### config.mk
export PLATFORM = sky130hd
export DESIGN_NAME = tga_pixel_stream_decoder
export DESIGN_NICKNAME = d
export VERILOG_FILES = /design/src/sv/tga_pkg.sv /design/src/sv/tga_csr.sv /design/src/sv/tga_unpack.sv /design/src/sv/tga_pixel_stream_decoder.sv
export SDC_FILE = /design/constraint.sdc
export NUM_CORES = 1
export LEC_CHECK = 0
export BUFFER_PORTS_ARGS = -buffer_cell sky130_fd_sc_hd__buf_4
export CORE_MARGIN = 3
export CORE_UTILIZATION = 50
export CTS_CLUSTER_SIZE = 12
export DETAILED_ROUTE_END_ITERATION = 10
export GPL_TIMING_DRIVEN = 0
export PLACE_DENSITY = 0.67
export SKIP_LAST_GASP = 1
export SLEW_MARGIN = 30
export SYNTH_ARGS = -nofsm -noshare
export SYNTH_HDL_FRONTEND = slang
export SYNTH_SLANG_ARGS = --single-unit
### constraint.sdc
create_clock -name clock -period 21.1 [get_ports clock]
set_clock_uncertainty 0.05 [all_clocks]
set_input_delay 3.165 -clock clock [delete_from_list [all_inputs] [get_ports clock]]
set_output_delay 3.165 -clock clock [all_outputs]
set_load 0.01 [all_outputs]
### src/sv/tga_pkg.sv
// Shared types and constants for the TGA pixel stream decoder.
package tga_pkg;

   localparam int unsigned CSR_INDEX_W = 2;
   localparam int unsigned CSR_DATA_W  = 16;

   localparam logic [CSR_INDEX_W-1:0] CSR_BYTES_PER_PIXEL = 2'd0;
   localparam logic [CSR_INDEX_W-1:0] CSR_RLE_MODE        = 2'd1;
   localparam logic [CSR_INDEX_W-1:0] CSR_IMAGE_WIDTH     = 2'd2;
   localparam logic [CSR_INDEX_W-1:0] CSR_IMAGE_HEIGHT    = 2'd3;

   localparam logic [2:0] PIX_SIZE_2 = 3'd2;
   localparam logic [2:0] PIX_SIZE_3 = 3'd3;
   localparam logic [2:0] PIX_SIZE_4 = 3'd4;

   localparam logic [7:0] ALPHA_OPAQUE = 8'd255;

   typedef struct packed {
      logic [2:0]  pixel_size;
      logic        rle_mode;
      logic [31:0] total;
   } cfg_type;

   typedef struct packed {
      logic [7:0] red;
      logic [7:0] green;
      logic [7:0] blue;
      logic [7:0] alpha;
   } pixel_type;

endpackage

### src/sv/tga_csr.sv
// Configuration registers and the registered image pixel count.
module tga_csr (
   input  logic                              clock,
   input  logic                              reset,
   input  logic                              csr_write_en,
   input  logic [tga_pkg::CSR_INDEX_W-1:0]   csr_index,
   input  logic [tga_pkg::CSR_DATA_W-1:0]    csr_wdata,
   output tga_pkg::cfg_type                  cfg
);

   logic [2:0]  size_ff;
   logic        rle_ff;
   logic [15:0] width_ff;
   logic [15:0] height_ff;
   logic [31:0] total_ff;

   logic [2:0]  size_in;
   logic        rle_in;
   logic [15:0] width_in;
   logic [15:0] height_in;
   logic [31:0] product;
   logic [31:0] total_in;

   always_comb begin
      size_in   = size_ff;
      rle_in    = rle_ff;
      width_in  = width_ff;
      height_in = height_ff;
      if (csr_write_en) begin
         case (csr_index)
            tga_pkg::CSR_BYTES_PER_PIXEL: begin
               if (csr_wdata[2:0] == tga_pkg::PIX_SIZE_2 ||
                   csr_wdata[2:0] == tga_pkg::PIX_SIZE_4) begin
                  size_in = csr_wdata[2:0];
               end else begin
                  size_in = tga_pkg::PIX_SIZE_3;
               end
            end
            tga_pkg::CSR_RLE_MODE:     rle_in    = csr_wdata[0];
            tga_pkg::CSR_IMAGE_WIDTH:  width_in  = csr_wdata;
            tga_pkg::CSR_IMAGE_HEIGHT: height_in = csr_wdata;
            default: begin
            end
         endcase
      end
      // The count follows the new sizes so an item taken at the same edge sees it.
      product  = 32'(width_in) * 32'(height_in);
      total_in = (product == 32'd0) ? 32'd1 : product;
   end

   always_ff @(posedge clock) begin
      if (reset) begin
         size_ff   <= tga_pkg::PIX_SIZE_3;
         rle_ff    <= 1'b0;
         width_ff  <= 16'd1;
         height_ff <= 16'd1;
         total_ff  <= 32'd1;
      end else begin
         size_ff   <= size_in;
         rle_ff    <= rle_in;
         width_ff  <= width_in;
         height_ff <= height_in;
         total_ff  <= total_in;
      end
   end

   assign cfg.pixel_size = size_ff;
   assign cfg.rle_mode   = rle_ff;
   assign cfg.total      = total_ff;

endmodule

### src/sv/tga_unpack.sv
// Unpacks a gathered pixel word into 8-bit red, green, blue and alpha.
module tga_unpack (
   input  logic [31:0]          full_word,
   input  logic [2:0]           pixel_size,
   output tga_pkg::pixel_type   pixel
);

   logic [7:0] b0;
   logic [7:0] b1;
   logic [7:0] b2;
   logic [7:0] b3;

   assign b0 = full_word[7:0];
   assign b1 = full_word[15:8];
   assign b2 = full_word[23:16];
   assign b3 = full_word[31:24];

   always_comb begin
      case (pixel_size)
         tga_pkg::PIX_SIZE_2: begin
            pixel.red   = {b1[6:2], 3'b000};
            pixel.green = {b1[1:0], b0[7:5], 3'b000};
            pixel.blue  = {b0[4:0], 3'b000};
            pixel.alpha = {b1[7], 7'b0000000};
         end
         tga_pkg::PIX_SIZE_4: begin
            pixel.red   = b2;
            pixel.green = b1;
            pixel.blue  = b0;
            pixel.alpha = b3;
         end
         default: begin
            pixel.red   = b2;
            pixel.green = b1;
            pixel.blue  = b0;
            pixel.alpha = tga_pkg::ALPHA_OPAQUE;
         end
      endcase
   end

endmodule

### src/sv/tga_pixel_stream_decoder.sv
// Top level of the TGA pixel stream decoder: input register, decode step, result register.
//
// The block takes one pixel-data byte of a TGA image per clock and sustains that rate
// indefinitely while the result side keeps up. An accepted byte is held in an input
// register while the decode step runs on it; a byte that completes a pixel loads the
// result register as it leaves the input register, and the result is offered from
// there. Packet header bytes and bytes in the middle of a pixel give no result.
// A repeat packet gives a single item whose run_count carries the packet length, clipped
// to the pixels left in the image; the item that finishes the image has end_of_image set,
// and the block then rearms for the next image. The input accepts the next byte while a
// finished result still waits; it stalls only when a completing byte finds the result
// register full and held by rsp_stall. Configuration writes take effect for any byte
// accepted at the same edge or later; they never clear the decode state.
module tga_pixel_stream_decoder (
   input  logic                              clock,
   input  logic                              reset,
   input  logic                              csr_write_en,
   input  logic [tga_pkg::CSR_INDEX_W-1:0]   csr_index,
   input  logic [tga_pkg::CSR_DATA_W-1:0]    csr_wdata,
   input  logic                              req_valid,
   output logic                              req_stall,
   input  logic [7:0]                        req_data_byte,
   output logic                              rsp_valid,
   input  logic                              rsp_stall,
   output logic [7:0]                        rsp_red,
   output logic [7:0]                        rsp_green,
   output logic [7:0]                        rsp_blue,
   output logic [7:0]                        rsp_alpha,
   output logic [7:0]                        rsp_run_count,
   output logic                              rsp_end_of_image
);

   tga_pkg::cfg_type   cfg;
   tga_pkg::pixel_type pixel;

   tga_csr u_csr (
      .clock        (clock),
      .reset        (reset),
      .csr_write_en (csr_write_en),
      .csr_index    (csr_index),
      .csr_wdata    (csr_wdata),
      .cfg          (cfg)
   );

   // Input register.
   logic       stage_valid_ff;
   logic       stage_valid_in;
   logic [7:0] stage_byte_ff;

   // Decode state.
   logic [23:0] buffer_ff;
   logic [23:0] buffer_in;
   logic [1:0]  index_ff;
   logic [1:0]  index_in;
   logic [7:0]  remaining_ff;
   logic [7:0]  remaining_in;
   logic        repeat_ff;
   logic        repeat_in;
   logic [31:0] done_ff;
   logic [31:0] done_in;

   // Result register.
   logic              out_valid_ff;
   logic              out_valid_in;
   tga_pkg::pixel_type out_pixel_ff;
   logic [7:0]        out_run_ff;
   logic              out_eoi_ff;

   logic        is_header;
   logic        is_partial;
   logic        has_result;
   logic        out_free;
   logic        fire;
   logic        req_take;
   logic [4:0]  shift_amt;
   logic [31:0] full_word;
   logic [31:0] left;
   logic        run_repeat;
   logic [7:0]  run;
   logic        end_image;

   assign is_header  = cfg.rle_mode && (remaining_ff == 8'd0);
   assign is_partial = ({1'b0, index_ff} + 3'd1) < cfg.pixel_size;
   assign has_result = !is_header && !is_partial;
   assign shift_amt  = {index_ff, 3'b000};
   assign full_word  = 32'(buffer_ff) | (32'(stage_byte_ff) << shift_amt);

   tga_unpack u_unpack (
      .full_word  (full_word),
      .pixel_size (cfg.pixel_size),
      .pixel      (pixel)
   );

   // The held item moves on unless it completes a pixel and the result register is held.
   assign out_free  = !out_valid_ff || !rsp_stall;
   assign fire      = stage_valid_ff && (!has_result || out_free);
   assign req_stall = stage_valid_ff && !fire;
   assign req_take  = req_valid && !req_stall;

   always_comb begin
      left       = (cfg.total > done_ff) ? (cfg.total - done_ff) : 32'd1;
      run_repeat = cfg.rle_mode && repeat_ff;
      if (run_repeat) begin
         run = (left < 32'(remaining_ff)) ? left[7:0] : remaining_ff;
      end else begin
         run = 8'd1;
      end
      end_image = 32'(run) >= left;
   end

   always_comb begin
      buffer_in    = buffer_ff;
      index_in     = index_ff;
      remaining_in = remaining_ff;
      repeat_in    = repeat_ff;
      done_in      = done_ff;
      if (fire) begin
         if (is_header) begin
            repeat_in    = stage_byte_ff[7];
            remaining_in = 8'({1'b0, stage_byte_ff[6:0]}) + 8'd1;
         end else if (is_partial) begin
            buffer_in = buffer_ff | (24'(stage_byte_ff) << shift_amt);
            index_in  = index_ff + 2'd1;
         end else begin
            buffer_in = 24'd0;
            index_in  = 2'd0;
            if (run_repeat || !cfg.rle_mode) begin
               remaining_in = 8'd0;
            end else begin
               remaining_in = remaining_ff - 8'd1;
            end
            if (end_image) begin
               // Rearm for the next image.
               done_in      = 32'd0;
               remaining_in = 8'd0;
               repeat_in    = 1'b0;
            end else begin
               done_in = done_ff + 32'(run);
            end
         end
      end
   end

   always_comb begin
      if (req_take) begin
         stage_valid_in = 1'b1;
      end else if (fire) begin
         stage_valid_in = 1'b0;
      end else begin
         stage_valid_in = stage_valid_ff;
      end
      if (fire && has_result) begin
         out_valid_in = 1'b1;
      end else if (!rsp_stall) begin
         out_valid_in = 1'b0;
      end else begin
         out_valid_in = out_valid_ff;
      end
   end

   always_ff @(posedge clock) begin
      if (reset) begin
         stage_valid_ff <= 1'b0;
         out_valid_ff   <= 1'b0;
         buffer_ff      <= 24'd0;
         index_ff       <= 2'd0;
         remaining_ff   <= 8'd0;
         repeat_ff      <= 1'b0;
         done_ff        <= 32'd0;
      end else begin
         stage_valid_ff <= stage_valid_in;
         out_valid_ff   <= out_valid_in;
         buffer_ff      <= buffer_in;
         index_ff       <= index_in;
         remaining_ff   <= remaining_in;
         repeat_ff      <= repeat_in;
         done_ff        <= done_in;
      end
   end

   always_ff @(posedge clock) begin
      if (req_take) begin
         stage_byte_ff <= req_data_byte;
      end
      if (fire && has_result) begin
         out_pixel_ff <= pixel;
         out_run_ff   <= run;
         out_eoi_ff   <= end_image;
      end
   end

   assign rsp_valid        = out_valid_ff;
   assign rsp_red          = out_pixel_ff.red;
   assign rsp_green        = out_pixel_ff.green;
   assign rsp_blue         = out_pixel_ff.blue;
   assign rsp_alpha        = out_pixel_ff.alpha;
   assign rsp_run_count    = out_run_ff;
   assign rsp_end_of_image = out_eoi_ff;

endmodule

==> metrics.csv <==
metric;value;unit
WL final;52.8;mm
commonest non-fill, non-tap cell in the layout;inv_1;
Post-synth EDFFs;49;
Area Growth Syn to Fin;9.96;%
initial antenna violation count;0;
ys async rst share;0;%
crit end category;flip-flop;
# resized after CTS;0;
DRC;0;
H-tree levels;4;
cts hold-fix bufs;0;
final setup TNS;0;ns
remaining antenna violation count;0;
postcts setup bufs;0;
share of layout cells above drive strength 1;8.03;%
Startpoint Class;input pin;
VDD IR max;0.0549;mV
first-pass GRT wire length;84.2;mm
IO Port Bufs;72;
dpl ws;8.41;ns
die width;200;um
CP required;21.39;ns
Syn Std Cell Area;18900;um2
multi-input logic area;13200;um2
Site Rows;70;
CP Data Arrival Time;12.72;ns
commonest non-fill, non-tap cells in the layout;inv_1 (299), nor2_1 (293), nand2_1 (206);
fin cells;2807;
RSZ-0062 raised after global routing;false;
MaxCap Viol Count;0;
DR iter-0 viols;1136;
Min-Delay Startpoint;buffer_ff[4]$_SDFFE_PP0P_;
Unique masters post-synth;84;
fin nets;2678;
leak pwr;0.00936;uW
Routed WL per cell;18.8;um
fmax;80.5;MHz
I/O pin cnt;74;
peak fanout along the critical path;10;
Via density;5.83;
global-route usage over all layers;26.1;%
Clock Latency Late Sink;0.47;ns
Vias;16400;
placed cells;2775;
HPWL after detailed placement;41.8;mm
fin. max-slew vios;0;
post-route worst setup slack;8.67;ns
Reg2Reg Launch Point;done_ff[13]$_SDFFE_PP0P_;
vias in the first global route;16100;
TritonCTS buffer count;17;
CTS root buf;clkbuf_16;
Max Root-Sink Buffers;2;
CP Launch Point;csr_index[1];
Initial Util;51.1;%
yosys warns;0;
clock sinks;186;
Sequential Area;4210;um2
outcome;finished, final reports clean;
global route overflow;0;
Fillers;3324;
power per cell area;58.3;nW/um2
Chip Height;200;um
proportion of synthesized chip area in sequential cells;22.3;%
Avg Synthesized Cell Area;8.58;um2
Synth Flop Type;dfxtp_1;
CORE AREA;36900;um2
crit share post-route;58.9;%
Placer Congestion;0.932;
largest net degree at the start of global routing;27;
final hold vios;0;
diode count;0;
Hold Crit Class;flip-flop to flip-flop;
Worst-Margin Slew;1.05;ns
DR pass1 iterations;5;
die area;40100;um2
CTS clk-pin slew, worst paths;0.07;ns
relative slew slack;27.9;%
critical path class;input pin to flip-flop;
FF+latch count, synth;186;
Synth Instances;2198;
final setup vio count;0;
TritonCTS clock tree;done;
minimum clock period;12.43;ns
Synth Net Count;2586;
==> critical path, cell delays in order <==
cell,delay [ns]
buf_4,0.13
nand3_1,0.12
clkbuf_1,0.62
buf_1,0.78
mux2i_2,0.85
nor2_1,0.21
fa_1,0.55
inv_1,0.05
fa_1,0.48
fa_1,0.50
fa_1,0.54
inv_1,0.05
fa_1,0.49
fa_1,0.45
ha_1,0.35
a21o_1,0.18
a21oi_1,0.35
nor2b_1,0.09
a311o_1,0.36
a41oi_1,0.39
a21oi_1,0.24
a41oi_1,0.35
a311oi_1,0.23
a211oi_1,0.27
o21ai_0,0.11
a21oi_1,0.19
xnor2_1,0.20
a311o_1,0.41
==> logic make-up (layout without fill, tap and decap cells) <==
kind of cell	after synthesis	after routing	synth area share, %
multiplexers	82	82	4.58
adder cells (fa/ha/maj)	358	358	31.5
flip-flops	186	186	22.3
XOR/XNOR	48	48	2.23
buffers and inverters	387	492	7.90
AND/OR/NAND/NOR	730	730	17.6
AO/OA/AOI/OAI	407	407	13.8
==> registers in the layout, summed over array words and instances, names as in the netlist <==
signal            cells
buffer_ff            24
done_ff              32
index_ff              2
remaining_ff          8
repeat_ff             1
rsp_alpha             8
rsp_blue              8
rsp_end_of_image      1
rsp_green             8
rsp_red               8
rsp_run_count         8
rsp_valid             1
stage_byte_ff         8
stage_valid_ff        1
u_csr.height_ff      16
u_csr.rle_ff          1
u_csr.size_ff         3
u_csr.total_ff       32
u_csr.width_ff       16
==> synthesized netlist by cell type, drive strengths merged (5+ instances only) <==
library cell  instances  area share, %
a31oi                14           0.46
and2                 12           0.40
or2                   7           0.23
nand2               206            4.1
nor4                 10           0.36
nor2                293            5.8
edfxtp               49            7.8
xor2                 24            1.1
nor3b                 5           0.20
a211oi               17           0.73
mux2                 31            1.9
nand3                34           0.90
a22o                  8           0.37
and3                 16           0.53
nor2b                17           0.56
ha                  162             11
buf                  18           0.54
dfxtp               137             15
a21oi               161            4.3
a21o                 29            1.2
o31ai                20           0.82
nand4                31            1.0
or3                  14           0.46
mux2i                51            2.7
o21a                 17           0.68
o2111ai               5           0.23
o211ai                9           0.36
inv                 299            6.0
fa                  195             21
a21boi                6           0.24
clkbuf               68            1.4
xnor2                24            1.1
nand2b               23           0.76
o21ai                65            1.7
nor3                 32           0.90
or4                  17           0.68
==> per-layer routing <==
layer / track usage, % / share of wire [%]
met5: 0 / 0
met4: 9.53 / 3.6
met3: 3.66 / 6.2
met2: 43.9 / 48
met1: 34.4 / 42
==> per-stage QoR <==
| step | util [%] | hold slack, ns | power [uW] | instance area [um2] |
|---|---|---|---|---|
| 2_1_floorplan | - | 0.388 | 734 | 18900 |
| 3_3_place_gp | 54.3 | 0.396 | 859 | 20000 |
| 3_5_place_dp | 54.5 | 0.404 | 867 | 20100 |
| 4_1_cts | 56.2 | 0.421 | 1210 | 20700 |
| 5_1_grt | 56.2 | 0.447 | 1280 | 20700 |
| 6_report | 56.2 | 0.425 | 1210 | 20700 |
==> layout make-up <==
class,count,share of cell area [%]
multi-input cells,1625,63.7
flip-flops and latches,186,20.3
inverters,301,5.46
well taps,504,3.04
repair buffers,73,2.74
clock buffers,17,2.05
plain buffers,86,1.73
clock inverters,15,0.978
==> power breakdown <==
part           internal [uW]  switching [uW]  leakage [uW]
logic                    175             308       0.00751
registers                380            7.47       0.00156
clock network            165             175      0.000299
total                    720             490       0.00936
==> path summary, 6_finish.rpt <==
kind | endpoint | slack [ns] | cells after the start
hold / removal | buffer_ff[4]$_SDFFE_PP0P_ | 0.42 | 2
hold reg to reg | buffer_ff[4]$_SDFFE_PP0P_ | 0.42 | 2
setup / recovery | u_csr.total_ff[0]$_SDFF_PP1_ | 8.67 | 28
setup reg to reg | done_ff[10]$_SDFFE_PP0P_ | 12.54 | 33
No activity file was read; power rests on OpenSTA's default activity.
